File: src/scsa_pkg.sv
// ----------------------------------------------------------------------------
// scsa_pkg
// shared constants, codes and types of the size class slot allocator
// ----------------------------------------------------------------------------
package scsa_pkg;

  // defaults of the top level parameters
  localparam int unsigned SLOTS_PER_BATCH = 8;
  localparam int unsigned MAX_BATCHES     = 4;
  localparam int unsigned NUM_CLASSES     = 5;

  // granule size is fixed: class c serves slots of c granules
  localparam int unsigned GRANULE_BYTES = 16;
  localparam int unsigned GRANULE_SHIFT = 4;

  // depth of the queue between front and back
  localparam int unsigned FIFO_DEPTH = 2;

  // port field widths
  localparam int unsigned SIZE_W     = 8;
  localparam int unsigned CLASS_W    = 3;
  localparam int unsigned BATCH_W    = 2;
  localparam int unsigned OFFSET_W   = 10;
  localparam int unsigned STATUS_W   = 3;
  // widest slot index (up to 16 slots per batch) and class index (up to 8 classes)
  localparam int unsigned SLOT_IDX_W = 4;
  localparam int unsigned CLS_IDX_W  = 3;

  typedef enum logic [STATUS_W-1:0] {
    ST_OK        = 3'd0,
    ST_BAD_SIZE  = 3'd1,
    ST_NO_BATCH  = 3'd2,
    ST_NOT_START = 3'd3,
    ST_DOUBLE    = 3'd4,
    ST_OUTSIDE   = 3'd5
  } status_e;

  typedef enum logic {
    KIND_ALLOC = 1'b0,
    KIND_FREE  = 1'b1
  } kind_e;

  typedef enum logic [1:0] {
    OP_ALLOC,
    OP_FREE,
    OP_REJECT
  } op_e;

  typedef enum logic [1:0] {
    S_IDLE,
    S_LOAD,
    S_EXEC
  } back_state_e;

  // classified request handed from front to back
  typedef struct packed {
    op_e                   op;
    logic [CLS_IDX_W-1:0]  cls_idx;
    logic [BATCH_W-1:0]    batch;
    logic [SLOT_IDX_W-1:0] slot;
    logic                  misaligned;
    status_e               status;
  } cmd_t;

endpackage

File: src/scsa_front.sv
// ----------------------------------------------------------------------------
// scsa_front
// classifies a request: size to class, free range and alignment checks
// ----------------------------------------------------------------------------
module scsa_front #(
  parameter int unsigned SLOTS_PER_BATCH = scsa_pkg::SLOTS_PER_BATCH,
  parameter int unsigned NUM_CLASSES     = scsa_pkg::NUM_CLASSES
) (
  input  logic                              kind_i,
  input  logic [scsa_pkg::SIZE_W-1:0]       request_size_i,
  input  logic [scsa_pkg::CLASS_W-1:0]      free_class_i,
  input  logic [scsa_pkg::BATCH_W-1:0]      free_batch_i,
  input  logic [scsa_pkg::OFFSET_W-1:0]     free_offset_i,
  output scsa_pkg::cmd_t                    cmd_o
);

  localparam int unsigned OFF_HI_W = scsa_pkg::OFFSET_W - scsa_pkg::GRANULE_SHIFT;

  logic [scsa_pkg::SIZE_W:0]           size_sum;
  logic [4:0]                          alloc_cls;
  logic [OFF_HI_W-1:0]                 off_hi;
  logic [7:0]                          span;
  logic [6:0]                          prod;
  logic                                hit;
  logic [scsa_pkg::SLOT_IDX_W-1:0]     hit_slot;

  always_comb begin
    size_sum  = {1'b0, request_size_i} + 9'(scsa_pkg::GRANULE_BYTES - 1);
    alloc_cls = 5'(size_sum >> scsa_pkg::GRANULE_SHIFT);
    off_hi    = free_offset_i[scsa_pkg::OFFSET_W-1:scsa_pkg::GRANULE_SHIFT];
    // granules in one batch of this class
    span      = 8'(SLOTS_PER_BATCH) * {5'b0, free_class_i};

    // slot k starts at k * class granules
    hit      = 1'b0;
    hit_slot = '0;
    prod     = '0;
    for (int k = 0; k < SLOTS_PER_BATCH; k++) begin
      prod = 7'(k) * {4'b0, free_class_i};
      if (!hit && prod == {1'b0, off_hi}) begin
        hit      = 1'b1;
        hit_slot = scsa_pkg::SLOT_IDX_W'(k);
      end
    end

    cmd_o        = '0;
    cmd_o.status = scsa_pkg::ST_OK;
    if (kind_i == scsa_pkg::KIND_ALLOC) begin
      if (request_size_i == '0 || alloc_cls > 5'(NUM_CLASSES)) begin
        cmd_o.op     = scsa_pkg::OP_REJECT;
        cmd_o.status = scsa_pkg::ST_BAD_SIZE;
      end else begin
        cmd_o.op      = scsa_pkg::OP_ALLOC;
        cmd_o.cls_idx = 3'(alloc_cls - 5'd1);
      end
    end else begin
      if (free_class_i == '0 || {1'b0, free_class_i} > 4'(NUM_CLASSES)) begin
        cmd_o.op     = scsa_pkg::OP_REJECT;
        cmd_o.status = scsa_pkg::ST_OUTSIDE;
      end else if ({2'b0, off_hi} >= span) begin
        cmd_o.op     = scsa_pkg::OP_REJECT;
        cmd_o.status = scsa_pkg::ST_OUTSIDE;
      end else begin
        cmd_o.op         = scsa_pkg::OP_FREE;
        cmd_o.cls_idx    = free_class_i - 3'd1;
        cmd_o.batch      = free_batch_i;
        cmd_o.slot       = hit_slot;
        cmd_o.misaligned = (free_offset_i[scsa_pkg::GRANULE_SHIFT-1:0] != '0) || !hit;
      end
    end
  end

endmodule

File: src/scsa_fifo.sv
// ----------------------------------------------------------------------------
// scsa_fifo
// small queue of classified requests between front and back
// ----------------------------------------------------------------------------
module scsa_fifo #(
  parameter int unsigned DEPTH = scsa_pkg::FIFO_DEPTH
) (
  input  logic           clk_i,
  input  logic           rst_ni,
  input  logic           push_i,
  input  scsa_pkg::cmd_t data_i,
  output logic           full_o,
  input  logic           pop_i,
  output logic           valid_o,
  output scsa_pkg::cmd_t data_o
);

  localparam int unsigned PTR_W = (DEPTH > 1) ? $clog2(DEPTH) : 1;
  localparam int unsigned CNT_W = $clog2(DEPTH + 1);

  scsa_pkg::cmd_t   mem_q [DEPTH];
  logic [PTR_W-1:0] wr_ptr_q, rd_ptr_q;
  logic [CNT_W-1:0] count_q;

  assign full_o  = (count_q == CNT_W'(DEPTH));
  assign valid_o = (count_q != '0);
  assign data_o  = mem_q[rd_ptr_q];

  always_ff @(posedge clk_i or negedge rst_ni) begin
    if (!rst_ni) begin
      wr_ptr_q <= '0;
      rd_ptr_q <= '0;
      count_q  <= '0;
    end else begin
      if (push_i) begin
        wr_ptr_q <= (wr_ptr_q == PTR_W'(DEPTH - 1)) ? '0 : wr_ptr_q + PTR_W'(1);
      end
      if (pop_i) begin
        rd_ptr_q <= (rd_ptr_q == PTR_W'(DEPTH - 1)) ? '0 : rd_ptr_q + PTR_W'(1);
      end
      if (push_i && !pop_i) begin
        count_q <= count_q + CNT_W'(1);
      end else if (pop_i && !push_i) begin
        count_q <= count_q - CNT_W'(1);
      end
    end
  end

  always_ff @(posedge clk_i) begin
    if (push_i) begin
      mem_q[wr_ptr_q] <= data_i;
    end
  end

endmodule

File: src/scsa_back.sv
// ----------------------------------------------------------------------------
// scsa_back
// executes requests against the per-class bitmaps and holds the result
// ----------------------------------------------------------------------------
module scsa_back #(
  parameter int unsigned SLOTS_PER_BATCH = scsa_pkg::SLOTS_PER_BATCH,
  parameter int unsigned MAX_BATCHES     = scsa_pkg::MAX_BATCHES,
  parameter int unsigned NUM_CLASSES     = scsa_pkg::NUM_CLASSES
) (
  input  logic                           clk_i,
  input  logic                           rst_ni,
  input  logic                           cmd_valid_i,
  input  scsa_pkg::cmd_t                 cmd_i,
  output logic                           cmd_pop_o,
  output logic                           out_valid_o,
  input  logic                           out_ready_i,
  output logic [scsa_pkg::STATUS_W-1:0]  status_o,
  output logic [scsa_pkg::CLASS_W-1:0]   granted_class_o,
  output logic [scsa_pkg::BATCH_W-1:0]   granted_batch_o,
  output logic [scsa_pkg::OFFSET_W-1:0]  granted_offset_o
);

  localparam int unsigned MAP_W  = SLOTS_PER_BATCH * MAX_BATCHES;
  localparam int unsigned CNT_W  = $clog2(MAX_BATCHES + 1);
  localparam int unsigned BIDX_W = (MAX_BATCHES > 1) ? $clog2(MAX_BATCHES) : 1;
  localparam int unsigned SIDX_W = (SLOTS_PER_BATCH > 1) ? $clog2(SLOTS_PER_BATCH) : 1;
  localparam int unsigned CI_W   = (NUM_CLASSES > 1) ? $clog2(NUM_CLASSES) : 1;

  scsa_pkg::back_state_e state_q, state_d;
  scsa_pkg::cmd_t        cmd_q;
  logic [MAP_W-1:0]      map_q;
  logic [CNT_W-1:0]      cnt_q;
  logic [MAP_W-1:0]      free_map_q [NUM_CLASSES];
  logic [CNT_W-1:0]      batch_cnt_q [NUM_CLASSES];
  logic [CI_W-1:0]       ci;

  logic                           out_valid_q;
  scsa_pkg::status_e              status_q;
  logic [scsa_pkg::CLASS_W-1:0]   class_q;
  logic [scsa_pkg::BATCH_W-1:0]   batch_q;
  logic [scsa_pkg::OFFSET_W-1:0]  offset_q;

  logic                  load_out;
  logic [MAP_W-1:0]      eff_map, new_map;
  logic [CNT_W-1:0]      cnt_eff, new_cnt;
  logic                  found, cur_bit, wr_en;
  logic [BIDX_W-1:0]     sel_b, tb;
  logic [SIDX_W-1:0]     ts;
  logic [SIDX_W-1:0]     low_slot [MAX_BATCHES];
  logic                  low_hit;
  logic [3:0]            cls_num;
  logic [11:0]           off_full;
  scsa_pkg::status_e              res_status;
  logic [scsa_pkg::CLASS_W-1:0]   res_class;
  logic [scsa_pkg::BATCH_W-1:0]   res_batch;
  logic [scsa_pkg::OFFSET_W-1:0]  res_offset;

  assign ci       = cmd_q.cls_idx[CI_W-1:0];
  assign load_out = (state_q == scsa_pkg::S_EXEC) && (!out_valid_q || out_ready_i);

  // sequencer: take a request, read its class, execute and write back
  always_ff @(posedge clk_i or negedge rst_ni) begin
    if (!rst_ni) begin
      state_q <= scsa_pkg::S_IDLE;
    end else begin
      state_q <= state_d;
    end
  end

  always_comb begin
    state_d   = state_q;
    cmd_pop_o = 1'b0;
    unique case (state_q)
      scsa_pkg::S_IDLE: begin
        if (cmd_valid_i) begin
          cmd_pop_o = 1'b1;
          state_d   = scsa_pkg::S_LOAD;
        end
      end
      scsa_pkg::S_LOAD: begin
        state_d = scsa_pkg::S_EXEC;
      end
      scsa_pkg::S_EXEC: begin
        if (load_out) begin
          state_d = scsa_pkg::S_IDLE;
        end
      end
      default: begin
        state_d = scsa_pkg::S_IDLE;
      end
    endcase
  end

  always_ff @(posedge clk_i) begin
    if (cmd_pop_o) begin
      cmd_q <= cmd_i;
    end
    if (state_q == scsa_pkg::S_LOAD) begin
      map_q <= free_map_q[ci];
      cnt_q <= batch_cnt_q[ci];
    end
  end

  // execute step
  always_comb begin
    // a class without batches gets its first one on allocate
    eff_map = map_q;
    cnt_eff = cnt_q;
    if (cnt_q == '0) begin
      eff_map[SLOTS_PER_BATCH-1:0] = '1;
      cnt_eff = CNT_W'(1);
    end

    // lowest free slot of each batch, then the lowest batch holding one
    for (int b = 0; b < MAX_BATCHES; b++) begin
      low_hit     = 1'b0;
      low_slot[b] = '0;
      for (int s = 0; s < SLOTS_PER_BATCH; s++) begin
        if (!low_hit && eff_map[b*SLOTS_PER_BATCH + s]) begin
          low_hit     = 1'b1;
          low_slot[b] = SIDX_W'(s);
        end
      end
    end
    found = 1'b0;
    sel_b = '0;
    for (int b = 0; b < MAX_BATCHES; b++) begin
      if (!found && CNT_W'(b) < cnt_eff &&
          |eff_map[b*SLOTS_PER_BATCH +: SLOTS_PER_BATCH]) begin
        found = 1'b1;
        sel_b = BIDX_W'(b);
      end
    end

    tb         = '0;
    ts         = '0;
    wr_en      = 1'b0;
    new_cnt    = cnt_q;
    new_map    = eff_map;
    res_status = scsa_pkg::ST_OK;
    res_class  = '0;
    res_batch  = '0;
    res_offset = '0;
    cls_num    = {1'b0, cmd_q.cls_idx} + 4'd1;
    cur_bit    = 1'b0;
    off_full   = '0;

    unique case (cmd_q.op)
      scsa_pkg::OP_ALLOC: begin
        if (found) begin
          tb      = sel_b;
          ts      = low_slot[sel_b];
          wr_en   = 1'b1;
          new_cnt = cnt_eff;
        end else if (cnt_eff >= CNT_W'(MAX_BATCHES)) begin
          res_status = scsa_pkg::ST_NO_BATCH;
        end else begin
          // append a batch and take its first slot
          tb      = BIDX_W'(cnt_eff);
          ts      = '0;
          wr_en   = 1'b1;
          new_cnt = cnt_eff + CNT_W'(1);
          for (int b = 0; b < MAX_BATCHES; b++) begin
            if (BIDX_W'(b) == tb) begin
              new_map[b*SLOTS_PER_BATCH +: SLOTS_PER_BATCH] = '1;
            end
          end
        end
        if (wr_en) begin
          for (int b = 0; b < MAX_BATCHES; b++) begin
            for (int s = 0; s < SLOTS_PER_BATCH; s++) begin
              if (BIDX_W'(b) == tb && SIDX_W'(s) == ts) begin
                new_map[b*SLOTS_PER_BATCH + s] = 1'b0;
              end
            end
          end
          off_full   = (12'(ts) * 12'(cls_num)) << scsa_pkg::GRANULE_SHIFT;
          res_class  = cls_num[scsa_pkg::CLASS_W-1:0];
          res_batch  = scsa_pkg::BATCH_W'(tb);
          res_offset = off_full[scsa_pkg::OFFSET_W-1:0];
        end
      end
      scsa_pkg::OP_FREE: begin
        tb = BIDX_W'(cmd_q.batch);
        ts = SIDX_W'(cmd_q.slot);
        for (int b = 0; b < MAX_BATCHES; b++) begin
          for (int s = 0; s < SLOTS_PER_BATCH; s++) begin
            if (BIDX_W'(b) == tb && SIDX_W'(s) == ts) begin
              cur_bit = map_q[b*SLOTS_PER_BATCH + s];
            end
          end
        end
        new_map = map_q;
        if (4'(cmd_q.batch) >= 4'(cnt_q)) begin
          res_status = scsa_pkg::ST_OUTSIDE;
        end else if (cmd_q.misaligned) begin
          res_status = scsa_pkg::ST_NOT_START;
        end else if (cur_bit) begin
          res_status = scsa_pkg::ST_DOUBLE;
        end else begin
          wr_en = 1'b1;
          for (int b = 0; b < MAX_BATCHES; b++) begin
            for (int s = 0; s < SLOTS_PER_BATCH; s++) begin
              if (BIDX_W'(b) == tb && SIDX_W'(s) == ts) begin
                new_map[b*SLOTS_PER_BATCH + s] = 1'b1;
              end
            end
          end
        end
      end
      scsa_pkg::OP_REJECT: begin
        res_status = cmd_q.status;
      end
      default: begin
        res_status = cmd_q.status;
      end
    endcase
  end

  // class state: all slots free, class 1 owns one batch
  always_ff @(posedge clk_i or negedge rst_ni) begin
    if (!rst_ni) begin
      for (int c = 0; c < NUM_CLASSES; c++) begin
        free_map_q[c]  <= '1;
        batch_cnt_q[c] <= (c == 0) ? CNT_W'(1) : '0;
      end
    end else if (load_out && wr_en) begin
      free_map_q[ci]  <= new_map;
      batch_cnt_q[ci] <= new_cnt;
    end
  end

  // result register
  always_ff @(posedge clk_i or negedge rst_ni) begin
    if (!rst_ni) begin
      out_valid_q <= 1'b0;
    end else if (load_out) begin
      out_valid_q <= 1'b1;
    end else if (out_ready_i) begin
      out_valid_q <= 1'b0;
    end
  end

  always_ff @(posedge clk_i) begin
    if (load_out) begin
      status_q <= res_status;
      class_q  <= res_class;
      batch_q  <= res_batch;
      offset_q <= res_offset;
    end
  end

  assign out_valid_o      = out_valid_q;
  assign status_o         = status_q;
  assign granted_class_o  = class_q;
  assign granted_batch_o  = batch_q;
  assign granted_offset_o = offset_q;

  a_cnt_bound: assert property (@(posedge clk_i) disable iff (!rst_ni)
    (load_out && wr_en) |-> (new_cnt <= CNT_W'(MAX_BATCHES) && new_cnt != '0))
    else $error("batch count out of range on write back");

  a_result_loads: assert property (@(posedge clk_i) disable iff (!rst_ni)
    load_out |=> (out_valid_q && state_q == scsa_pkg::S_IDLE))
    else $error("executed request did not produce a result");

  a_fail_no_grant: assert property (@(posedge clk_i) disable iff (!rst_ni)
    (out_valid_q && status_q != scsa_pkg::ST_OK) |->
      (class_q == '0 && batch_q == '0 && offset_q == '0))
    else $error("failed request carries a grant");

  a_free_one_bit: assert property (@(posedge clk_i) disable iff (!rst_ni)
    (load_out && wr_en && cmd_q.op == scsa_pkg::OP_FREE) |->
      ($countones(new_map) == $countones(map_q) + 1))
    else $error("free changed more than one slot");

endmodule

File: src/size_class_slot_allocator_core.sv
// ----------------------------------------------------------------------------
// size_class_slot_allocator_core
// flow: a request taken into the queue is popped by the back end sequencer in idle,
//   its class bitmap is read in load, and in exec it executes, writes back and fills
//   the output register once that register is free
// the back end takes a new request only after the previous one has left exec
// reset: every slot free, class 1 owns one batch, other classes none
// ----------------------------------------------------------------------------
module size_class_slot_allocator_core #(
  parameter int unsigned SLOTS_PER_BATCH = scsa_pkg::SLOTS_PER_BATCH,
  parameter int unsigned MAX_BATCHES     = scsa_pkg::MAX_BATCHES,
  parameter int unsigned NUM_CLASSES     = scsa_pkg::NUM_CLASSES
) (
  input  logic                           clk_i,
  input  logic                           rst_ni,
  // request channel
  input  logic                           in_valid_i,
  output logic                           in_ready_o,
  input  logic                           kind_i,
  input  logic [scsa_pkg::SIZE_W-1:0]    request_size_i,
  input  logic [scsa_pkg::CLASS_W-1:0]   free_class_i,
  input  logic [scsa_pkg::BATCH_W-1:0]   free_batch_i,
  input  logic [scsa_pkg::OFFSET_W-1:0]  free_offset_i,
  // result channel
  output logic                           out_valid_o,
  input  logic                           out_ready_i,
  output logic [scsa_pkg::STATUS_W-1:0]  status_o,
  output logic [scsa_pkg::CLASS_W-1:0]   granted_class_o,
  output logic [scsa_pkg::BATCH_W-1:0]   granted_batch_o,
  output logic [scsa_pkg::OFFSET_W-1:0]  granted_offset_o
);

  // front: size rounding, class range, free offset range and alignment
  scsa_pkg::cmd_t front_cmd;
  scsa_pkg::cmd_t queue_cmd;
  logic           queue_full;
  logic           queue_valid;
  logic           queue_pop;
  logic           push;

  // the request is taken whenever the queue has room, even while a
  // result still waits in the output register
  assign in_ready_o = !queue_full;
  assign push       = in_valid_i && in_ready_o;

  scsa_front #(
    .SLOTS_PER_BATCH (SLOTS_PER_BATCH),
    .NUM_CLASSES     (NUM_CLASSES)
  ) u_front (
    .kind_i         (kind_i),
    .request_size_i (request_size_i),
    .free_class_i   (free_class_i),
    .free_batch_i   (free_batch_i),
    .free_offset_i  (free_offset_i),
    .cmd_o          (front_cmd)
  );

  // queue decouples front acceptance from back end execution
  scsa_fifo #(
    .DEPTH (scsa_pkg::FIFO_DEPTH)
  ) u_fifo (
    .clk_i   (clk_i),
    .rst_ni  (rst_ni),
    .push_i  (push),
    .data_i  (front_cmd),
    .full_o  (queue_full),
    .pop_i   (queue_pop),
    .valid_o (queue_valid),
    .data_o  (queue_cmd)
  );

  // back: bitmap search and update, batch append, double free check,
  // result register toward the result channel
  scsa_back #(
    .SLOTS_PER_BATCH (SLOTS_PER_BATCH),
    .MAX_BATCHES     (MAX_BATCHES),
    .NUM_CLASSES     (NUM_CLASSES)
  ) u_back (
    .clk_i            (clk_i),
    .rst_ni           (rst_ni),
    .cmd_valid_i      (queue_valid),
    .cmd_i            (queue_cmd),
    .cmd_pop_o        (queue_pop),
    .out_valid_o      (out_valid_o),
    .out_ready_i      (out_ready_i),
    .status_o         (status_o),
    .granted_class_o  (granted_class_o),
    .granted_batch_o  (granted_batch_o),
    .granted_offset_o (granted_offset_o)
  );

endmodule

File: config.mk
export PLATFORM = sky130hd
export DESIGN_NAME = size_class_slot_allocator_core
export DESIGN_NICKNAME = d
export VERILOG_FILES = /design/src/scsa_pkg.sv /design/src/scsa_front.sv /design/src/scsa_fifo.sv /design/src/scsa_back.sv /design/src/size_class_slot_allocator_core.sv
export SDC_FILE = /design/constraint.sdc
export NUM_CORES = 1
export LEC_CHECK = 0
export BUFFER_PORTS_ARGS = -buffer_cell sky130_fd_sc_hd__buf_2
export CELL_PAD_IN_SITES_DETAIL_PLACEMENT = 0
export CELL_PAD_IN_SITES_GLOBAL_PLACEMENT = 2
export CORE_ASPECT_RATIO = 2
export CORE_UTILIZATION = 46
export CTS_CLUSTER_SIZE = 16
export DETAILED_ROUTE_END_ITERATION = 8
export PLACE_DENSITY = 0.95
export SLEW_MARGIN = 20
export SYNTH_ARGS = -nofsm -noshare
export SYNTH_HDL_FRONTEND = slang
export SYNTH_HIERARCHICAL = 1
export SYNTH_SLANG_ARGS = --single-unit
File: constraint.sdc
create_clock -name clk_i -period 9.18 [get_ports clk_i]
set_input_delay 0.459 -clock clk_i [delete_from_list [all_inputs] [get_ports clk_i]]
set_output_delay 0.459 -clock clk_i [all_outputs]
set_load 0.1 [all_outputs]
==> metrics <==
Nets around 1500; synthesized cell area 0.0150 mm^2; postcts setup bufs 0; CP Cell Sequence nor3_1 -> nor3_2 -> nand2_1 -> o221ai_1 -> nand2_1 -> nand2b_1 -> fa_1 -> inv_1 -> ha_1 -> a21o_1 -> a21oi_1 -> xnor2_1 -> or3_1 -> a21oi_1; kind of end point of the critical path flop; Slew @ Worst Pin roughly 1.0 ns; Worst-path clk slew about 0.070 ns; layout cell share with drive strength beyond 1 0.284; Slowest Stage Delay on Critical Path ~0.86 ns; Pre-antenna DRT Iters 5; core area about 0.032 mm^2; VDD IR-drop max around 0.14 mV; CTS tree built; hold buffers post-CTS 0; reg-to-reg endpoint u_back/granted_offset_o[9]$_SDFFCE_PN0P_; Worst Clk Skew 0.0217 ns; PortBufs 43; Overall Global Routing Usage 0.256; yosys warns 6; initial antenna violation count 0; Worst path slowest cell edfxtp_1; vias in the first global route ~11000; CTS Buffer Depth 3; CTS buffer count 24; RePlAce Congestion around 1.1; Area Overhead vs Synth 8.81%; RR Startpoint u_back/cnt_q[2]$_DFFE_PN_; vias per std cell between 5 and 6; Final Hold Vio Count 0; DRC 0; static leakage 6.04 nW; Num Clock Sinks around 270; r2r worst-path depth 14; Initial DRC Count between 600 and 700; WP buf/inv 1; kind of start point of the critical path flop; Slew Viols, Final 0; Critical Path AT ~5 ns; Pwr Density roughly 350 mW/mm^2; Post-Route WL between 40000 and 50000 um; Core Rows 93; first-pass GRT wire length 63700 um; via count around 11000; status complete, no violations; die area 0.0333 mm^2; Crit path max-delay family simple AND/OR/NAND/NOR gates; IO Count 48; fin util 0.507; max cap viols 0; hpwl dp ~29000 um; RSZ-0062 raised after global routing no; Final ANT Viol Nets 0; minimum clock period ~4.6 ns; grt ovf 0; Starting Density 0.466; reg2reg setup slack around 4.6 ns; Synth Instances 1414; CTS HTree Levels 1; Clock Latency Late Sink 0.55 ns; PostCTS Resize Cnt 0; maximum operating frequency 217 MHz; die width about 130 um; CP Class reg2reg; Worst Path Max Fanout 18; largest net degree at the start of global routing 115; Die Span Y 257 um; worst min path class in2async; drt wl/cell between 20 and 25 um; CP required 9.56 ns; # setup viols final 0; Tcrit/Tclk final 0.501; Setup TNS 0 ns; Slew HR 0.328; syn_area_per_cell between 10 and 15 um^2; Antenna diodes 0; Root Buffer Master clkbuf_16
[worst max-delay path by stage]
stage / from / slack, ns / end / depth (start not counted)
after detailed placement: u_back/cnt_q[2]$_DFFE_PN_ / 4.72 / u_back/granted_offset_o[9]$_SDFFCE_PN0P_ / 14
after CTS: u_back/cnt_q[2]$_DFFE_PN_ / 4.65 / u_back/granted_offset_o[9]$_SDFFCE_PN0P_ / 14
final: u_back/cnt_q[2]$_DFFE_PN_ / 4.58 / u_back/granted_offset_o[9]$_SDFFCE_PN0P_ / 14
after floorplan: u_back/map_q[16]$_DFFE_PN_ / 5.34 / u_back/granted_offset_o[9]$_SDFFCE_PN0P_ / 15
after global placement: u_back/cnt_q[2]$_DFFE_PN_ / 4.70 / u_back/granted_offset_o[9]$_SDFFCE_PN0P_ / 14
after global routing: u_back/cnt_q[2]$_DFFE_PN_ / 4.32 / u_back/granted_offset_o[9]$_SDFFCE_PN0P_ / 14
[through the flow]
stage | std cells | hold WS [ns] | cell area, um^2 | power, W | setup WS, ns
finish | 1862 | 0.0614 | 16300 | 0.00573 | 4.58
global placement | 1817 | 0.448 | 15400 | 0.00455 | 4.70
detailed placement | 1817 | 0.455 | 15400 | 0.00459 | 4.72
CTS | 1861 | 0.115 | 16300 | 0.00574 | 4.65
global route | 1862 | 0.122 | 16300 | 0.00605 | 4.32
floorplan | 1417 | 0.163 | 15000 | 0.00391 | 5.34
[final cells by class]
class                      instances  area [um^2]
sequential                       273         7490
clock inverter                    14          203
fill                            2967        15800
clock buffer                      30          676
tap                              427          534
multi-input combinational        991         6760
inverter                          66          262
timing repair buffer              61          379
[cell usage in the layout (no fill, tap or decap), drive strengths merged, types with 9 or more instances in the layout]
master and n:
a21oi 120, nor3 21, mux2i 11, clkbuf 31, and3 10, nand2b 14, dfstp 161, ha 25
xor2 18, xnor2 22, or2 9, mux2 17, nor4 16, edfxtp 91, o22ai 10, mux4 33
inv 67, dfrtp 21, nor2b 24, and2 12, nand2 185, buf 60, nor2 128, nand3 15
a31oi 15, o21ai 169
[state kept, by name, indices dropped and copies added, names as in the netlist, 6 cells and up]
register                 cells
u_back/batch_cnt_q          15
u_fifo/mem_q                28
u_back/map_q                32
u_back/granted_offset_o      6
u_back/free_map_q          160
u_back/cmd_q                11
[where the power goes]
part	internal (W)	total (W)	switching, W
Combinational	0.000771	0.00226	0.00149
Sequential	0.00196	0.00234	0.000382
Clock	0.000666	0.00113	0.000461
Total	0.00339	0.00573	0.00234
[layer usage]
metal / vias to the layer above / track usage / part of all wire
met1: 5272 / 0.277 / 0.36
li1: 5004 / - / -
met3: 125 / 0.0256 / 0.037
met4: 0 / 0.149 / 0.061
met2: 312 / 0.473 / 0.55
met5: - / 0 / 0
Note: power is estimated with default switching activity, not from simulation.
